==> src/rtl/core/klcd_pkg.sv <==
package klcd_pkg;

  localparam int MAX_KEYS_DEF = 7;

  localparam int KEY_W   = 8;
  localparam int PLEN_W  = 3;
  localparam int PCHR_W  = 56;
  localparam int CFG_W   = 56;
  localparam int CIDX_W  = 2;
  localparam int EV_W    = 3;
  localparam int DUTY_W  = 8;
  localparam int PASS_MAX = 7;

  typedef enum logic [CIDX_W-1:0] {
    REG_DECRYPT_KEY = 2'd0,
    REG_PASS_LENGTH = 2'd1,
    REG_PASS_CHARS  = 2'd2
  } reg_idx_t;

  typedef enum logic [EV_W-1:0] {
    EV_STORED   = 3'd0,
    EV_DROPPED  = 3'd1,
    EV_ACCEPTED = 3'd2,
    EV_REJECTED = 3'd3,
    EV_ERASED   = 3'd4,
    EV_TOGGLED  = 3'd5,
    EV_LIGHT    = 3'd6,
    EV_TEMP     = 3'd7
  } ev_code_t;

  localparam logic [KEY_W-1:0]  KEY_RST   = 8'd129;
  localparam logic [PLEN_W-1:0] PLEN_RST  = 3'd3;
  localparam logic [PCHR_W-1:0] PCHR_RST  = 56'd3355185;

  localparam logic [7:0] CHR_STAR  = 8'h2A;
  localparam logic [7:0] CHR_HASH  = 8'h23;
  localparam logic [7:0] CHR_PLAIN = 8'h50;

  localparam logic signed [7:0] TEMP_HOT  = 8'sd55;
  localparam logic signed [7:0] TEMP_COLD = 8'sd3;

  localparam logic [DUTY_W-1:0] DUTY_100 = DUTY_W'(100 * 255 / 100);
  localparam logic [DUTY_W-1:0] DUTY_90  = DUTY_W'(90 * 255 / 100);
  localparam logic [DUTY_W-1:0] DUTY_80  = DUTY_W'(80 * 255 / 100);
  localparam logic [DUTY_W-1:0] DUTY_75  = DUTY_W'(75 * 255 / 100);
  localparam logic [DUTY_W-1:0] DUTY_70  = DUTY_W'(70 * 255 / 100);
  localparam logic [DUTY_W-1:0] DUTY_60  = DUTY_W'(60 * 255 / 100);
  localparam logic [DUTY_W-1:0] DUTY_50  = DUTY_W'(50 * 255 / 100);
  localparam logic [DUTY_W-1:0] DUTY_25  = DUTY_W'(25 * 255 / 100);
  localparam logic [DUTY_W-1:0] DUTY_0   = '0;

endpackage

==> src/rtl/core/keypad_lock_climate_duty_core.sv <==
// Keypad lock with climate and lamp duty control. Each received byte is XORed with
// decrypt_key; while locked it edits a key entry of up to MAX_KEYS keys ('*' checks the
// entry against the password, '#' erases a key, a raw 'P' flips plain or masked echo),
// and once unlocked the bytes alternate light and temperature readings that set the lamp,
// heater and cooler PWM compare values and the warning LEDs and buzzers. One byte is taken
// every cycle while no stalled result blocks it; a result word is offered once its byte has
// passed the input register and then the result register around the single-pass decode
// logic, and a stalled result holds one more byte in the input register before in_stall
// rises. Configuration writes are taken at any time but are meant for an idle block.
module keypad_lock_climate_duty_core #(
  parameter int MAX_KEYS = klcd_pkg::MAX_KEYS_DEF
) (
  input  logic                          clk,
  input  logic                          rst_n,
  input  logic                          cfg_wr_en,
  input  logic [klcd_pkg::CIDX_W-1:0]   cfg_index,
  input  logic [klcd_pkg::CFG_W-1:0]    cfg_wdata,
  input  logic                          in_valid,
  output logic                          in_stall,
  input  logic [7:0]                    in_rx_byte,
  output logic                          out_valid,
  input  logic                          out_stall,
  output logic                          out_unlocked,
  output logic [2:0]                    out_event_res,
  output logic [7:0]                    out_echo_char,
  output logic                          out_show_plain,
  output logic [2:0]                    out_entered_count,
  output logic [7:0]                    out_cooler_duty,
  output logic [7:0]                    out_heater_duty,
  output logic [7:0]                    out_light_duty,
  output logic                          out_hot_led,
  output logic                          out_cold_led,
  output logic                          out_hot_buzzer,
  output logic                          out_cold_buzzer
);

  localparam int CNT_W = $clog2(MAX_KEYS + 1);
  localparam int CMP_W = (CNT_W > klcd_pkg::PLEN_W) ? CNT_W : klcd_pkg::PLEN_W;

  // configuration
  logic [klcd_pkg::KEY_W-1:0]  key_r;
  logic [klcd_pkg::PLEN_W-1:0] plen_r;
  logic [klcd_pkg::PCHR_W-1:0] pchr_r;

  // handshake
  logic       in_vld_r;
  logic [7:0] in_byte_r;
  logic       out_vld_r;
  logic       advance;

  // block state
  logic [7:0]       entry_buf_r [MAX_KEYS];
  logic [CNT_W-1:0] count_r, count_nxt;
  logic             unlocked_r, unlocked_nxt;
  logic             plain_r, plain_nxt;
  logic             temp_turn_r, temp_turn_nxt;
  logic [7:0]       cool_r, cool_nxt;
  logic [7:0]       heat_r, heat_nxt;
  logic [7:0]       lamp_r, lamp_nxt;
  logic             hot_led_r, hot_led_nxt;
  logic             cold_led_r, cold_led_nxt;
  logic             hot_buz_r, hot_buz_nxt;
  logic             cold_buz_r, cold_buz_nxt;

  klcd_pkg::ev_code_t event_r, event_nxt;
  logic [7:0]         echo_r, echo_nxt;

  logic [7:0]          dec;
  logic signed [7:0]   rd;
  logic                store;
  logic [MAX_KEYS-1:0] lane_ok;
  logic                pass_match;

  assign advance  = in_vld_r && (!out_vld_r || !out_stall);
  assign in_stall = in_vld_r && !advance;

  assign dec = in_byte_r ^ key_r;
  assign rd  = signed'(dec);

  for (genvar i = 0; i < MAX_KEYS; i++) begin : g_lane
    if (i < klcd_pkg::PASS_MAX) begin : g_cmp
      assign lane_ok[i] = (CNT_W'(i) >= count_r) || (entry_buf_r[i] == pchr_r[8*i +: 8]);
    end else begin : g_pass
      assign lane_ok[i] = 1'b1;
    end
  end

  assign pass_match = (CMP_W'(count_r) == CMP_W'(plen_r)) && (&lane_ok);

  always_comb begin
    count_nxt     = count_r;
    unlocked_nxt  = unlocked_r;
    plain_nxt     = plain_r;
    temp_turn_nxt = temp_turn_r;
    cool_nxt      = cool_r;
    heat_nxt      = heat_r;
    lamp_nxt      = lamp_r;
    hot_led_nxt   = hot_led_r;
    cold_led_nxt  = cold_led_r;
    hot_buz_nxt   = hot_buz_r;
    cold_buz_nxt  = cold_buz_r;
    event_nxt     = klcd_pkg::EV_DROPPED;
    echo_nxt      = 8'd0;
    store         = 1'b0;
    if (!unlocked_r) begin
      if (dec == klcd_pkg::CHR_STAR) begin
        if (pass_match) begin
          unlocked_nxt = 1'b1;
          event_nxt    = klcd_pkg::EV_ACCEPTED;
        end else begin
          count_nxt = '0;
          event_nxt = klcd_pkg::EV_REJECTED;
        end
      end else if (dec == klcd_pkg::CHR_HASH) begin
        if (count_r != '0) begin
          count_nxt = count_r - 1'b1;
          event_nxt = klcd_pkg::EV_ERASED;
        end
      end else if (in_byte_r == klcd_pkg::CHR_PLAIN) begin
        plain_nxt = !plain_r;
        event_nxt = klcd_pkg::EV_TOGGLED;
      end else if (count_r < CNT_W'(MAX_KEYS)) begin
        store     = 1'b1;
        count_nxt = count_r + 1'b1;
        echo_nxt  = plain_r ? dec : klcd_pkg::CHR_STAR;
        event_nxt = klcd_pkg::EV_STORED;
      end
    end else begin
      temp_turn_nxt = !temp_turn_r;
      if (temp_turn_r) begin
        event_nxt = klcd_pkg::EV_TEMP;
        cool_nxt  = klcd_pkg::DUTY_0;
        heat_nxt  = klcd_pkg::DUTY_0;
        if (rd > klcd_pkg::TEMP_HOT) begin
          hot_led_nxt  = !hot_led_r;
          cold_led_nxt = 1'b0;
          hot_buz_nxt  = 1'b1;
          cold_buz_nxt = 1'b0;
        end else if (rd < klcd_pkg::TEMP_COLD) begin
          hot_led_nxt  = 1'b0;
          cold_led_nxt = !cold_led_r;
          hot_buz_nxt  = 1'b0;
          cold_buz_nxt = 1'b1;
        end else begin
          hot_led_nxt  = 1'b0;
          cold_led_nxt = 1'b0;
          hot_buz_nxt  = 1'b0;
          cold_buz_nxt = 1'b0;
          if (rd <= 8'sd5)       heat_nxt = klcd_pkg::DUTY_100;
          else if (rd <= 8'sd10) heat_nxt = klcd_pkg::DUTY_75;
          else if (rd <= 8'sd15) heat_nxt = klcd_pkg::DUTY_50;
          else if (rd <= 8'sd20) heat_nxt = klcd_pkg::DUTY_25;
          else if (rd <= 8'sd25) heat_nxt = klcd_pkg::DUTY_0;
          else if (rd <= 8'sd30) cool_nxt = klcd_pkg::DUTY_50;
          else if (rd <= 8'sd35) cool_nxt = klcd_pkg::DUTY_60;
          else if (rd <= 8'sd40) cool_nxt = klcd_pkg::DUTY_70;
          else if (rd <= 8'sd45) cool_nxt = klcd_pkg::DUTY_80;
          else if (rd <= 8'sd50) cool_nxt = klcd_pkg::DUTY_90;
          else                   cool_nxt = klcd_pkg::DUTY_100;
        end
      end else begin
        event_nxt = klcd_pkg::EV_LIGHT;
        if (rd >= 8'sd0 && rd <= 8'sd24)       lamp_nxt = klcd_pkg::DUTY_100;
        else if (rd >= 8'sd25 && rd <= 8'sd49) lamp_nxt = klcd_pkg::DUTY_75;
        else if (rd >= 8'sd50 && rd <= 8'sd74) lamp_nxt = klcd_pkg::DUTY_50;
        else if (rd >= 8'sd75 && rd <= 8'sd99) lamp_nxt = klcd_pkg::DUTY_25;
      end
    end
  end

  always_ff @(posedge clk) begin
    if (!rst_n) begin
      key_r  <= klcd_pkg::KEY_RST;
      plen_r <= klcd_pkg::PLEN_RST;
      pchr_r <= klcd_pkg::PCHR_RST;
    end else if (cfg_wr_en) begin
      case (cfg_index)
        klcd_pkg::REG_DECRYPT_KEY: key_r  <= cfg_wdata[klcd_pkg::KEY_W-1:0];
        klcd_pkg::REG_PASS_LENGTH: plen_r <= cfg_wdata[klcd_pkg::PLEN_W-1:0];
        klcd_pkg::REG_PASS_CHARS:  pchr_r <= cfg_wdata[klcd_pkg::PCHR_W-1:0];
        default: ;
      endcase
    end
  end

  always_ff @(posedge clk) begin
    if (in_valid && !in_stall) begin
      in_byte_r <= in_rx_byte;
    end
    if (advance) begin
      event_r <= event_nxt;
      echo_r  <= echo_nxt;
    end
  end

  for (genvar i = 0; i < MAX_KEYS; i++) begin : g_buf
    always_ff @(posedge clk) begin
      if (advance && store && (count_r == CNT_W'(i))) begin
        entry_buf_r[i] <= dec;
      end
    end
  end

  always_ff @(posedge clk) begin
    if (!rst_n) begin
      in_vld_r    <= 1'b0;
      out_vld_r   <= 1'b0;
      count_r     <= '0;
      unlocked_r  <= 1'b0;
      plain_r     <= 1'b0;
      temp_turn_r <= 1'b0;
      cool_r      <= '0;
      heat_r      <= '0;
      lamp_r      <= '0;
      hot_led_r   <= 1'b0;
      cold_led_r  <= 1'b0;
      hot_buz_r   <= 1'b0;
      cold_buz_r  <= 1'b0;
    end else begin
      in_vld_r  <= (in_valid && !in_stall) || (in_vld_r && !advance);
      out_vld_r <= advance || (out_vld_r && out_stall);
      if (advance) begin
        count_r     <= count_nxt;
        unlocked_r  <= unlocked_nxt;
        plain_r     <= plain_nxt;
        temp_turn_r <= temp_turn_nxt;
        cool_r      <= cool_nxt;
        heat_r      <= heat_nxt;
        lamp_r      <= lamp_nxt;
        hot_led_r   <= hot_led_nxt;
        cold_led_r  <= cold_led_nxt;
        hot_buz_r   <= hot_buz_nxt;
        cold_buz_r  <= cold_buz_nxt;
      end
    end
  end

  // state only moves together with a new result word, so it is shown directly
  assign out_valid         = out_vld_r;
  assign out_unlocked      = unlocked_r;
  assign out_event_res     = event_r;
  assign out_echo_char     = echo_r;
  assign out_show_plain    = plain_r;
  assign out_entered_count = 3'(count_r);
  assign out_cooler_duty   = cool_r;
  assign out_heater_duty   = heat_r;
  assign out_light_duty    = lamp_r;
  assign out_hot_led       = hot_led_r;
  assign out_cold_led      = cold_led_r;
  assign out_hot_buzzer    = hot_buz_r;
  assign out_cold_buzzer   = cold_buz_r;

  a_count_max: assert property (@(posedge clk) disable iff (!rst_n)
    count_r <= CNT_W'(MAX_KEYS))
    else $error("entry count beyond buffer depth");

  a_unlock_sticky: assert property (@(posedge clk) disable iff (!rst_n)
    unlocked_r |=> unlocked_r)
    else $error("lock closed without reset");

  a_one_buzzer: assert property (@(posedge clk) disable iff (!rst_n)
    !(hot_buz_r && cold_buz_r))
    else $error("both buzzers on");

  a_echo_only_stored: assert property (@(posedge clk) disable iff (!rst_n)
    out_vld_r && (event_r != klcd_pkg::EV_STORED) |-> echo_r == 8'd0)
    else $error("echo on a word that stored no key");

  a_reading_unlocked: assert property (@(posedge clk) disable iff (!rst_n)
    out_vld_r && (event_r == klcd_pkg::EV_LIGHT || event_r == klcd_pkg::EV_TEMP)
    |-> unlocked_r)
    else $error("reading word while locked");

endmodule
==> config.mk <==
export PLATFORM = sky130hd
export DESIGN_NAME = keypad_lock_climate_duty_core
export DESIGN_NICKNAME = d
export VERILOG_FILES = /design/src/rtl/core/klcd_pkg.sv /design/src/rtl/core/keypad_lock_climate_duty_core.sv
export SDC_FILE = /design/constraint.sdc
export NUM_CORES = 1
export LEC_CHECK = 0
export ABC_CLOCK_PERIOD_IN_PS = 3190
export BUFFER_PORTS_ARGS = -buffer_cell sky130_fd_sc_hd__buf_4
export CORE_UTILIZATION = 45
export CTS_CLUSTER_SIZE = 30
export DETAILED_ROUTE_END_ITERATION = 10
export PLACE_DENSITY = 0.73
export SLEW_MARGIN = 0
export SYNTH_ARGS = -nofsm -noshare
export SYNTH_HDL_FRONTEND = slang
export SYNTH_SLANG_ARGS = --single-unit
==> constraint.sdc <==
create_clock -name clk -period 3.19 [get_ports clk]
set_input_delay 0.319 -clock clk [delete_from_list [all_inputs] [get_ports clk]]
set_output_delay 0.319 -clock clk [all_outputs]
set_load 0.05 [all_outputs]
==> flow_summary.yaml <==
run_status:
  status: "complete, no violations"
yosys:
  muxShareOfSynthArea_pct: 1.87
  synth_compound_area_share_pct: 11.3
  syn_area_sq_um: 7220
  synth_common_cells: "nand2_1 (138), dfxtp_1 (92), edfxtp_1 (75), a21boi_0 (51), xnor2_1 (36)"
  synth_xor_area_share_pct: 9.53
  netlist_instances: 681
  synth_top_family_by_area: "simple AND/OR/NAND/NOR gates"
  synth.distinct_cells: 55
  synth-simple-area-share_pct: 16.2
  yosysTopAreaCell: "edfxtp_1"
  synth_fa_ha_area_share_pct: 0.867
  ys_ff_latch: 167
  seq_area_frac_synth_pct: 56.7
  synth_top_cell_area_share_pct: 31.2
  synth_area_per_cell_sq_um: 10.6
  synth_nets: 757
  ys_warn_count: 0
  synth_area_leaders: "edfxtp_1 (31%), dfxtp_1 (26%), nand2_1 (7.2%)"
  postSynth.asyncResetShare_pct: 0
  synth-edff-count: 75
  synth-main-ff-cell: "dfxtp_1"
  yosysMostFrequentCell: "nand2_1"
die:
  die-area_sq_um: 16600
  io_pins: 117
  die_w_microns: 129
  initial_core_util_pct: 46.8
  rows: 45
  core_sq_um: 15400
  die_h_microns: 129
clock_network:
  cts_hold_buf: 0
  path_clk_slew_ns: 0.07
  root_buffer: "clkbuf_16"
  htreeDepth: 4
  clockBufferDepth: 2
  cts_tree: "built"
  numCtsBuffers: 17
  clk_latency_ns: 0.42
  cts_setup_buffers: 0
  cts_resized: 0
  cts.sink_count: 167
sta:
  worst_pin_slew_ns: 0.974
  fin_crit_sh_pct: 89.6
  fmax_ghz: 0.350
  slew_headroom_pct: 35.1
  fin_setup_tns_ns: 0
  drv_slew: 0
  finalCriticalPeriod_ns: 2.86
  hold_slack_ns: 0.0694
  fin_skew_ns: 0.0128
  setup_viol: 0
  grt_setup_unrepaired: "no"
  hold_violations: 0
power_and_ir_drop:
  p_per_area_nw_per_um2: 547
  ir_worst_vdd_mv: 0.346
  p_leak_nw: 3.31
placed_design:
  dp_cells: 977
  place_congestion: 0.928
  dpl.hpwl_microns: 11400
  portBuffers: 116
  placed_area_sq_um: 8220
cells_and_area:
  multi_input_area_sq_um: 2880
  n_fill_cell: 1322
  area_delta_synth_final_pct: 22.4
  final_core_util_pct: 57.3
  fin_cells: 1009
  area.sequential_sq_um: 4090
  fin_nets: 861
  final_layout_size_suffix_gt1_share_pct: 21.2
  antenna_cells: 0
  final_area_sq_um: 8830
grt:
  grt_pass1_wl_microns: 26200
  grt_pass1_vias: 5253
  grt-ovfl-total: 0
  grt_max_degree: 94
  track_usage_pct: 20.7
  antenna_found_initial: 0
setup_path:
  worst-path-buf-inv: 1
  crit_fanout: 10
  crit_slowest_cell: "and2_1"
  crit_arrival_ns: 2.93
  critPathTopFamily: "simple AND/OR/NAND/NOR gates"
  crit_chain: "xnor2_1 > inv_1 > nand2_1 > or3_1 > nand3_1 > nor3_2 > and2_1"
  critPathRequiredTime_ns: 3.26
  slowest_delay_ns: 0.41
  crit_path_end_kind: "flip-flop"
  start_kind: "flip-flop"
  worstSetupPathType: "flip-flop to flip-flop"
routing:
  drtAntennaViolNets: 0
  drc: 0
  dr.pass1.iters: 5
  initialDrtViolationCount: 298
  vias: 5261
  wl_per_cell_microns: 16.3
  wirelength_microns: 16400
  via_per_inst: 5.21
worst_hold_path:
  hp-class: "input port to flip-flop"
run:
  maxCapViolations: 0
==> final timing paths <==
| check | from | endpoint | slack [ns] | depth (start not counted) |
|---|---|---|---|---|
| max | in_byte_r[0] | entry_buf_r[1][0] | 0.33 | 7 |
| min reg2reg | out_hot_buzzer | out_hot_buzzer | 0.45 | 2 |
| max reg2reg | in_byte_r[0] | entry_buf_r[1][0] | 0.33 | 7 |
| min | in_rx_byte[6] | in_byte_r[6] | 0.07 | 1 |
==> cells in the final DEF (no fill, tap or decap), types with 4 or more instances in the layout <==
| master | n |
|---|---|
| nor2b_1 | 14 |
| and3_1 | 5 |
| nor4_1 | 8 |
| and2_1 | 9 |
| o21a_1 | 4 |
| o21ai_0 | 17 |
| xor2_1 | 27 |
| clkbuf_16 | 17 |
| nand2_1 | 138 |
| inv_1 | 11 |
| xnor2_2 | 5 |
| clkinv_4 | 4 |
| nand2b_1 | 4 |
| mux2i_1 | 12 |
| nor2_1 | 26 |
| nand3_1 | 22 |
| buf_4 | 125 |
| dfxtp_1 | 92 |
| ha_1 | 5 |
| xnor2_1 | 36 |
| o22ai_1 | 5 |
| nand4_1 | 11 |
| a21oi_1 | 19 |
| edfxtp_1 | 75 |
| a31oi_1 | 4 |
| a21boi_0 | 51 |
==> sequential cells by signal, summed over array words and instances, names as in the netlist, 3 cells and up <==
signal / count
entry_buf_r: 56
in_byte_r: 8
key_r: 8
out_cooler_duty: 7
out_echo_char: 8
out_entered_count: 3
out_event_res: 3
out_heater_duty: 3
out_light_duty: 3
pchr_r: 56
plen_r: 3
==> report_power, final <==
group | switching (mW) | leakage [nW] | total, mW | internal, mW
Combinational | 0.237 | 1.60 | 0.401 | 0.164
Sequential | 0.0420 | 1.42 | 2.34 | 2.30
Clock | 0.848 | 0.289 | 2.09 | 1.24
==> per-layer routing <==
metal,GRT usage [%],vias up,share of wire (%)
met3,4.82,23,6.4
met1,26.7,2486,44
li1,-,2557,-
met4,7.68,0,1.8
met5,0,-,0
met2,34.0,195,48
==> area by class of cell <==
cell class	instances	share of cell area (%)
clock inverters	14	1.98
inverters	14	0.609
flip-flops and latches	167	46.3
multi-input cells	460	32.6
well taps	211	2.99
repair buffers	125	10.6
clock buffers	18	4.86
==> kinds of logic (layout without fill, tap and decap cells) <==
logic type | Yosys count | count (layout)
compound gates | 120 | 120
mux | 13 | 13
xor+xnor | 70 | 70
flops | 167 | 167
simple gates | 252 | 252
fa+ha+maj | 5 | 5
buf+inv | 54 | 171
==> worst reg2reg max path, delay by kind of cell (launching register included) <==
family,cells,cell delay [ns]
buffers and inverters,1,0.31
DFF,1,0.40
xor gates and xnor gates,1,0.37
and+or+nand+nor,5,1.41
==> through the flow <==
| stage | setup slack [ns] | power [mW] |
|---|---|---|
| 2_1_floorplan | 0.769 | 2.61 |
| 3_3_place_gp | 0.352 | 2.77 |
| 3_5_place_dp | 0.262 | 2.78 |
| 4_1_cts | 0.200 | 4.85 |
| 5_1_grt | 0.0301 | 4.98 |
| 6_report | 0.333 | 4.83 |
Power figures use the tool's default switching activity.
